## src/rtl/core/tic_sqrt_pipe.sv

```systemverilog
`timescale 1ns / 1ps
`default_nettype none

module tic_sqrt_pipe #(
  parameter int LANES = 1,
  parameter int W     = 8,
  parameter int TAGW  = 1
) (
  input  logic                       clk,
  input  logic                       rst_n,
  input  logic                       en,
  input  logic                       in_v,
  input  logic [LANES-1:0][W-1:0]    rad,
  input  logic [TAGW-1:0]            in_tag,
  output logic                       out_v,
  output logic [LANES-1:0][W/2-1:0]  root,
  output logic [TAGW-1:0]            out_tag
);

  localparam int R = W / 2;

  // floor square root, one root bit per stage
  logic [R+1:0]    rem_r  [R][LANES];
  logic [R-1:0]    root_r [R][LANES];
  logic [W-1:0]    sh_r   [R][LANES];
  logic            v_r    [R];
  logic [TAGW-1:0] tag_r  [R];

  for (genvar k = 0; k < R; k++) begin : g_stage
    logic            v_s;
    logic [TAGW-1:0] tag_s;

    if (k == 0) begin : g_first
      assign v_s   = in_v;
      assign tag_s = in_tag;
    end else begin : g_next
      assign v_s   = v_r[k-1];
      assign tag_s = tag_r[k-1];
    end

    always_ff @(posedge clk) begin
      if (!rst_n) begin
        v_r[k] <= 1'b0;
      end else if (en) begin
        v_r[k] <= v_s;
      end
    end

    always_ff @(posedge clk) begin
      if (en) begin
        tag_r[k] <= tag_s;
      end
    end

    for (genvar l = 0; l < LANES; l++) begin : g_lane
      logic [R+1:0] rem_s;
      logic [R-1:0] root_s;
      logic [W-1:0] sh_s;
      logic [R+1:0] rem2;
      logic [R+1:0] trial;
      logic         ge;

      if (k == 0) begin : g_first
        assign rem_s  = '0;
        assign root_s = '0;
        assign sh_s   = rad[l];
      end else begin : g_next
        assign rem_s  = rem_r[k-1][l];
        assign root_s = root_r[k-1][l];
        assign sh_s   = sh_r[k-1][l];
      end

      assign rem2  = {rem_s[R-1:0], sh_s[W-1:W-2]};
      assign trial = {root_s, 2'b01};
      assign ge    = (rem2 >= trial);

      always_ff @(posedge clk) begin
        if (en) begin
          rem_r[k][l]  <= ge ? (rem2 - trial) : rem2;
          root_r[k][l] <= {root_s[R-2:0], ge};
          sh_r[k][l]   <= {sh_s[W-3:0], 2'b00};
        end
      end
    end
  end

  always_comb begin
    for (int l = 0; l < LANES; l++) begin
      root[l] = root_r[R-1][l];
    end
  end

  assign out_v   = v_r[R-1];
  assign out_tag = tag_r[R-1];

endmodule

`default_nettype wire

```

## config.mk

```make
export PLATFORM = sky130hd
export DESIGN_NAME = tic_sqrt_pipe
export DESIGN_NICKNAME = d
export VERILOG_FILES = /design/src/rtl/core/tic_sqrt_pipe.sv
export SDC_FILE = /design/constraint.sdc
export NUM_CORES = 1
export LEC_CHECK = 0
export BUFFER_PORTS_ARGS = -buffer_cell sky130_fd_sc_hd__buf_2
export CAP_MARGIN = 40
export CORE_ASPECT_RATIO = 0.6
export CORE_UTILIZATION = 55
export CTS_CLUSTER_DIAMETER = 60
export DETAILED_ROUTE_END_ITERATION = 16
export PLACE_DENSITY = 0.76
export SLEW_MARGIN = 20
export SYNTH_ARGS = -nofsm -noshare
export SYNTH_HDL_FRONTEND = slang
export SYNTH_SLANG_ARGS = --single-unit
```

## constraint.sdc

```tcl
create_clock -name clk -period 2.37 [get_ports clk]
set_clock_uncertainty 0.1 [all_clocks]
set_input_delay 0.474 -clock clk [delete_from_list [all_inputs] [get_ports clk]]
set_output_delay 0.474 -clock clk [all_outputs]
set_load 0.05 [all_outputs]
```

==> flow_summary_export.csv <==
group,metric,value,unit
worst_setup_path,required,2300,ps
global_routing,grt_max_degree,18,
place,post-dp-hpwl,1.62,mm
power,power_density,785,nW/µm²
global_routing,antenna_found_initial,0,
finish,final_cell_mix,"edfxtp_1 (40), buf_2 (18), inv_1 (12)",
timing,fin_tns_setup,0,ps
die,core_area,2890,µm²
clock_network,clock_latency,280,ps
synth,syn_nets,124,
clock_network,cts_resized,0,
outcome,status,"finished clean",
worst_setup_path,startpoint_type,"flop",
place,gp_congestion,0.831,
drt,drc,0,
timing,fin_crit,2110,ps
synth,ys_seq_area_share,72.7,%
drt,drtIter0Drc,48,
min_path,holdCritPathClass,"input port to flop",
synth,avgSynthCellArea,16.6,µm²
worst_setup_path,cp-end-kind,"flop",
synth,ys_types,24,
drt,vias_per_cell,4.82,
synth,yosys_warnings,0,
clock_network,clock-sinks,41,
die,io-pin-count,19,
timing,hold_violations,0,
global_routing,met3_usage,7.37,%
finish,final_common_cell,"edfxtp_1",
clock_network,cts_buffers,5,
worst_setup_path,critical_path_class,"flop to flop",
die,initial_core_util,58.1,%
place,placed_cells,163,
global_routing,use_met2,26.1,%
drt,antenna_left,0,
die,die_x,73.4,µm
global_routing,overflow,0,
die,placement_rows,15,
global_routing,grt_usage,15.5,%
min_path,hold_path_depth,1,
finish,syn2layout_area_growth,14.3,%
timing,fmax,474,MHz
synth,syn_inst,101,
finish,n_antenna_cell,0,
worst_setup_path,path_max_fanout,5,
timing,rsz0062_at_grt,"false",
die,fp.dieH,44.8,µm
drt,wl,2.17,mm
clock_network,cts_max_level,2,
finish,stdcell_count,171,
global_routing,use_met1,17.6,%
global_routing,grt_first_pass_wirelength,3.42,mm
global_routing,top_usage_layer,"met2",
clock_network,clk_pin_slew_worst_paths,70,ps
clock_network,cts-root-buf,"clkbuf_8",
finish,fillers,219,
power,p_leak,0.774,nW
power,irDropWorstVdd,0.645,mV
drt,vias,824,
finish,finalNetCount,151,
clock_network,ctsHoldBuffers,0,
worst_setup_path,r2r_cells,4,
place,io_buffer_count,18,
clock_network,cts_buffer_depth,2,
drt,dr.pass1.iters,7,
worst_setup_path,cp.arrival,2050,ps
flow_run,drv_cap,0,
global_routing,grt_pass1_vias,781,
timing,finalSetupViolCount,0,
finish,drive_gt1_share,24.8,%
timing,drv_slew,0,
synth,synth_area,1680,µm²
synth,synth_seq_cells,41,
die,die_area,3290,µm²
timing,period_share,89.1,%
clock_network,cts_setup_buffers,0,
drt,wire_per_inst,12.7,µm
clock_network,cts_tree,"yes",
routing by layer:
| layer | wire, µm | share of wire, % |
|---|---|---|
| met1 | 1020 | 47 |
| met2 | 1030 | 47 |
| met3 | 98 | 4.5 |
| met4 | 25 | 1.2 |
| met5 | 0 | 0 |
registers in the layout, indices dropped and copies added, names as in the netlist:
register / flops
sh_r: 12
rem_r: 11
root_r: 10
tag_r: 4
v_r: 4
critical path, cell delays in order (launching register included):
cell       delay [ps]
edfxtp_1          460
ha_1              240
nand2b_1          180
a2111oi_4         550
mux2_4            340
worst paths after layout:
kind	from	end	slack (ps)
worst max-delay path	sh_r[0][4]	rem_r[1][2]	260
worst min-delay path	rad[5]	sh_r[0][5]	260
worst max register to register	sh_r[0][4]	rem_r[1][2]	260
worst min register to register	sh_r[1][2]	sh_r[2][4]	320
metrics by stage:
step	total power [W]	hold WS (ps)	cell area, µm²	setup WS [ps]	util, %
2_1_floorplan	0.00104	300	1680	409	-
3_3_place_gp	0.00109	300	1840	381	63.6
3_5_place_dp	0.00110	305	1840	261	63.6
4_1_cts	0.00152	253	1920	244	66.5
5_1_grt	0.00158	247	1920	195	66.5
6_report	0.00151	261	1920	259	66.5
cells in the mapped netlist:
| cell | number | area share (%) |
|---|---|---|
| mux2i_1 | 4 | 2.4 |
| edfxtp_1 | 40 | 71 |
| inv_1 | 12 | 2.7 |
| nor3_1 | 4 | 1.2 |
| dfxtp_1 | 1 | 1.2 |
| nor2b_1 | 2 | 0.74 |
| nor3b_1 | 1 | 0.45 |
| and2_1 | 1 | 0.37 |
| o21ai_0 | 4 | 1.2 |
| o2bb2ai_1 | 1 | 0.52 |
| o21ai_2 | 1 | 0.52 |
| or3_1 | 1 | 0.37 |
| nor2_1 | 1 | 0.22 |
| nand2b_1 | 2 | 0.74 |
| conb_1 | 1 | 0.22 |
| and3_1 | 3 | 1.1 |
| mux2_2 | 1 | 0.67 |
| a2111oi_4 | 1 | 1.6 |
| or2_2 | 1 | 0.37 |
| xnor2_1 | 4 | 2.1 |
| a21oi_1 | 2 | 0.60 |
| mux2_4 | 1 | 0.89 |
| ha_1 | 10 | 7.4 |
| o21a_1 | 2 | 0.89 |
area by class of cell:
type	instances	area, µm²	area share (%)
clock buffer	6	72.6	3.78
clock inverter	2	10.0	0.521
inverter	12	45.0	2.35
multi-input combinational	48	414	21.6
sequential	41	1220	63.6
tap	42	52.6	2.74
timing repair buffer	20	105	5.47
logic make-up after synthesis:
| family | Yosys count | share of synthesized area, % |
|---|---|---|
| flops | 41 | 72.7 |
| simple gates | 16 | 5.59 |
| buf+inv | 12 | 2.68 |
| compound gates | 11 | 5.36 |
| fa+ha+maj | 10 | 7.45 |
| mux | 6 | 3.95 |
| xor+xnor | 4 | 2.08 |
| other cells | 1 | 0.223 |
where the power goes:
group	switching (W)	total, W	internal [W]
clock network	0.000217	0.000421	0.000204
registers	0.0000259	0.000900	0.000874
logic	0.000107	0.000186	0.0000786
total	0.000350	0.00151	0.00116
Power figures use the tool's default switching activity.
