### src/rtl/core/tic_div_pipe.sv
`timescale 1ns / 1ps
`default_nettype none

module tic_div_pipe #(
  parameter int LANES = 1,
  parameter int DW    = 8,
  parameter int QW    = 8,
  parameter int TAGW  = 1
) (
  input  logic                         clk,
  input  logic                         rst_n,
  input  logic                         en,
  input  logic                         in_v,
  input  logic [LANES-1:0][DW-1:0]     num_hi,
  input  logic [LANES-1:0][QW-1:0]     num_lo,
  input  logic [LANES-1:0][DW-1:0]     den,
  input  logic [TAGW-1:0]              in_tag,
  output logic                         out_v,
  output logic [LANES-1:0][QW-1:0]     quo,
  output logic [TAGW-1:0]              out_tag
);

  // restoring division, one quotient bit per stage; num_hi must be below den
  logic [DW-1:0]   rem_r [QW][LANES];
  logic [DW-1:0]   den_r [QW][LANES];
  logic [QW-1:0]   sh_r  [QW][LANES];
  logic            v_r   [QW];
  logic [TAGW-1:0] tag_r [QW];

  for (genvar k = 0; k < QW; k++) begin : g_stage
    logic            v_s;
    logic [TAGW-1:0] tag_s;

    if (k == 0) begin : g_first
      assign v_s   = in_v;
      assign tag_s = in_tag;
    end else begin : g_next
      assign v_s   = v_r[k-1];
      assign tag_s = tag_r[k-1];
    end

    always_ff @(posedge clk) begin
      if (!rst_n) begin
        v_r[k] <= 1'b0;
      end else if (en) begin
        v_r[k] <= v_s;
      end
    end

    always_ff @(posedge clk) begin
      if (en) begin
        tag_r[k] <= tag_s;
      end
    end

    for (genvar l = 0; l < LANES; l++) begin : g_lane
      logic [DW-1:0] rem_s;
      logic [DW-1:0] den_s;
      logic [QW-1:0] sh_s;
      logic [DW:0]   rem2;
      logic [DW:0]   diff;
      logic          ge;

      if (k == 0) begin : g_first
        assign rem_s = num_hi[l];
        assign den_s = den[l];
        assign sh_s  = num_lo[l];
      end else begin : g_next
        assign rem_s = rem_r[k-1][l];
        assign den_s = den_r[k-1][l];
        assign sh_s  = sh_r[k-1][l];
      end

      assign rem2 = {rem_s, sh_s[QW-1]};
      assign diff = rem2 - {1'b0, den_s};
      assign ge   = (rem2 >= {1'b0, den_s});

      always_ff @(posedge clk) begin
        if (en) begin
          rem_r[k][l] <= ge ? diff[DW-1:0] : rem2[DW-1:0];
          den_r[k][l] <= den_s;
          sh_r[k][l]  <= {sh_s[QW-2:0], ge};
        end
      end
    end
  end

  always_comb begin
    for (int l = 0; l < LANES; l++) begin
      quo[l] = sh_r[QW-1][l];
    end
  end

  assign out_v   = v_r[QW-1];
  assign out_tag = tag_r[QW-1];

endmodule

`default_nettype wire

### config.mk
export PLATFORM = sky130hd
export DESIGN_NAME = tic_div_pipe
export DESIGN_NICKNAME = d
export VERILOG_FILES = /design/src/rtl/core/tic_div_pipe.sv
export SDC_FILE = /design/constraint.sdc
export NUM_CORES = 1
export LEC_CHECK = 0
export BUFFER_PORTS_ARGS = -buffer_cell sky130_fd_sc_hd__buf_2
export CORE_MARGIN = 1
export CORE_UTILIZATION = 60
export CTS_BUF_LIST = sky130_fd_sc_hd__clkbuf_8 sky130_fd_sc_hd__clkbuf_16
export CTS_CLUSTER_SIZE = 12
export DETAILED_ROUTE_END_ITERATION = 10
export GPL_TIMING_DRIVEN = 0
export MAX_ROUTING_LAYER = met4
export PLACE_DENSITY = 0.85
export SKIP_CTS_REPAIR_TIMING = 1
export SYNTH_ARGS = -nofsm -noshare
export SYNTH_HDL_FRONTEND = slang
export SYNTH_SLANG_ARGS = --single-unit
export TNS_END_PERCENT = 30
### constraint.sdc
create_clock -name clk -period 5 [get_ports clk]
set_clock_uncertainty 0.1 [all_clocks]
set_input_delay 0.25 -clock clk [delete_from_list [all_inputs] [get_ports clk]]
set_output_delay 0.25 -clock clk [all_outputs]
set_load 0.02 [all_outputs]
==> flow_metrics.tcl <==
set metrics [dict create \
    min_from "num_hi[1]" \
    finalNetCount 862 \
    rsz0062_at_grt "false" \
    fmax_mhz 375 \
    rr_startpoint "rem_r[4][5]" \
    critPathKind "reg2reg" \
    synth_edf_count 191 \
    wl_per_cell_microns 15.6 \
    critPathArrivalTime_ns 2.73 \
    fill_cells 972 \
    hold_ws_ns 0.0226 \
    first_iter_violations 329 \
    dp_hpwl_mm 10.5 \
    drt-total-wl_mm 15.1 \
    clock-sinks 192 \
    antenna_found_initial 0 \
    met2_usage_pct 38.5 \
    ys.flop_type "edfxtp_1" \
    syn_avg_cell_area_sq_um 13.5 \
    vdd_ir_drop_max_mv 0.258 \
    port_buffers 38 \
    die_h_microns 126 \
    maxSlewViolCount 0 \
    worstMarginPinSlew_ns 0.710 \
    track_usage_pct 20.9 \
    numCtsBuffers 17 \
    antenna_left 0 \
    finalSetupTns_ns 0 \
    end_kind "flop" \
    synthToLayoutAreaGrowth_pct 13.5 \
    use_met1_pct 21.2 \
    setup_viol 0 \
    maxCapViolations 0 \
    tritoncts "done" \
    grt.busiest_layer "met2" \
    required_ns 5.07 \
    use_met3_pct 4.80 \
    synthDistinctLibCells 49 \
    syn_inst 688 \
    setup.worst_path.start_class "flop" \
    root_buffer "clkbuf_16" \
    clock_latency_ns 0.43 \
    grt_max_degree 99 \
    power_uw 5220 \
    via_per_inst 5.71 \
    min_path_type "in2reg" \
    fin_crit_sh_pct 53.3 \
    yosys_register_bits 192 \
    relSlewSlack_pct 52.7 \
    antenna_cells 0 \
    drc 0 \
    core_area_sq_um 15100 \
    grt_pass1_vias 5597 \
    powerDensity_nw_per_um2 497 \
    synth_nets 788 \
    dieArea_sq_um 15900 \
    clk_pin_slew_ns 0.07 \
    rows 45 \
    synthesis.area_sq_um 9270 \
    grt_pass1_wl_mm 25.2 \
    pin_count 39 \
    yosysWarnings 0 \
    ys_async_sr_fraction_pct 0 \
    die-width_microns 126 \
    layout-drive-gt1-share_pct 14.1 \
    clk_path_buf_depth 2 \
    startpoint "rem_r[4][5]" \
    grt-ovfl-total 0 \
    p_leak_uw 0.00421 \
    ys_seq_area_share_pct 62.1 \
    crit_fanout 10 \
    first_pass_iters 5 \
    status "finished clean" \
    place_congestion 0.936 \
    period_needed_ns 2.67 \
    hold_viol 0 \
    cts_htree_levels 4 \
    vias 5495 \
    start_util_pct 61.2 \
]
-- critical path: stages, from the launching register on --
cell and delay, ns:
edfxtp_1 0.41, ha_1 0.40, a21oi_1 0.28, o21ai_0 0.21
a221oi_2 0.58, buf_2 0.31, o21ai_0 0.12
-- power by group --
group / total, uW / internal (uW) / leakage (uW) / switching (uW)
clock: 1420 / 843 / 0.000302 / 580
combinational: 1530 / 693 / 0.00203 / 837
sequential: 2270 / 2150 / 0.00188 / 121
total: 5220 / 3680 / 0.00421 / 1540
-- area by class of cell --
class	instances	area, sq um	area share, %
Multi-Input combinational cell	404	3160	30.0
Buffer	5	22.5	0.214
Clock inverter	15	204	1.94
Tap cell	188	235	2.24
Sequential cell	192	5760	54.7
Timing Repair Buffer	55	388	3.69
Inverter	87	327	3.10
Clock buffer	17	425	4.04
-- flip-flops by register name, summed over array words and instances, names as in the netlist --
| name | count |
|---|---|
| v_r | 8 |
| den_r | 56 |
| sh_r | 64 |
| rem_r | 56 |
| tag_r | 8 |
-- kinds of logic (layout without fill, tap and decap cells) --
| kind of cell | Yosys count | in the layout | share of synthesized area, % |
|---|---|---|---|
| adders and majority gates | 71 | 71 | 10.2 |
| muxes | 29 | 29 | 3.42 |
| xor gates and xnor gates | 23 | 23 | 2.17 |
| and+or+nand+nor | 127 | 127 | 7.17 |
| buffers and inverters | 92 | 179 | 3.77 |
| AOI/OAI and AO/OA | 154 | 154 | 11.2 |
| DFF | 192 | 192 | 62.1 |
-- metal layers --
metal | share of wire [%] | wire [microns]
met1 | 39 | 5830
met2 | 56 | 8410
met3 | 2.9 | 444
met4 | 2.5 | 375
met5 | 0 | 0
-- cells in the mapped netlist (8+ instances only) --
library cell  instances  area share, %
mux2i_1               8           0.86
o21a_1               10           0.81
edfxtp_1            191             62
nor3_1                9           0.49
xor2_1               11            1.0
ha_1                 64            8.6
nand3_1              11           0.59
a21oi_1              39            2.1
nand2b_1             11           0.74
xnor2_1              12            1.1
nor2_1               16           0.65
a21o_1               13            1.1
nor2b_1              10           0.68
and3_1                8           0.54
mux2_2               21            2.6
inv_1                87            3.5
o21ai_0              44            2.4
nand2_1              36            1.5
-- metrics by stage --
| step | utilization [%] | worst slack [ns] | cells | area, sq um |
|---|---|---|---|---|
| 3_5_place_dp | 64.2 | 2.47 | 915 | 9730 |
| 5_1_grt | 69.4 | 2.26 | 963 | 10500 |
| 6_report | 69.4 | 2.33 | 963 | 10500 |
| 4_1_cts | 68.4 | 2.40 | 947 | 10400 |
| 3_3_place_gp | 64.0 | 0.975 | 914 | 9690 |
| 2_1_floorplan | - | 2.71 | 688 | 9270 |
-- final timing paths --
check	endpoint	depth (start not counted)	slack, ns
max reg2reg	rem_r[5][5]	6	2.33
max	rem_r[5][5]	6	2.33
min reg2reg	sh_r[4][7]	0	0.32
min	rem_r[0][2]	3	0.02
-- cell usage in the layout (no fill, tap or decap), types with 3 or more instances in the layout --
| master | netlist | final |
|---|---|---|
| a211oi_1 | 7 | 7 |
| a21boi_0 | 4 | 4 |
| a21o_1 | 13 | 13 |
| a21oi_1 | 39 | 39 |
| a221oi_2 | 3 | 3 |
| a31o_2 | 3 | 3 |
| and2_1 | 7 | 7 |
| and3_1 | 8 | 8 |
| and4_1 | 3 | 3 |
| buf_2 | 3 | 40 |
| bufinv_16 | 0 | 4 |
| clkbuf_16 | 0 | 17 |
| clkinv_2 | 0 | 3 |
| clkinvlp_4 | 0 | 3 |
| dlygate4sd3_1 | 0 | 16 |
| edfxtp_1 | 191 | 191 |
| fa_1 | 7 | 7 |
| ha_1 | 64 | 64 |
| inv_1 | 87 | 87 |
| inv_6 | 0 | 3 |
| mux2_2 | 21 | 21 |
| mux2i_1 | 8 | 8 |
| nand2_1 | 36 | 36 |
| nand2b_1 | 11 | 11 |
| nand3_1 | 11 | 11 |
| nand3b_1 | 3 | 3 |
| nor2_1 | 16 | 16 |
| nor2b_1 | 10 | 10 |
| nor3_1 | 9 | 9 |
| nor4_1 | 3 | 3 |
| o211ai_1 | 4 | 4 |
| o21a_1 | 10 | 10 |
| o21ai_0 | 44 | 44 |
| o22a_1 | 3 | 3 |
| o31a_1 | 3 | 3 |
| o31ai_1 | 7 | 7 |
| or2_2 | 4 | 4 |
| or4_1 | 3 | 3 |
| xnor2_1 | 12 | 12 |
| xor2_1 | 11 | 11 |
No activity file was read; power rests on OpenSTA's default activity.
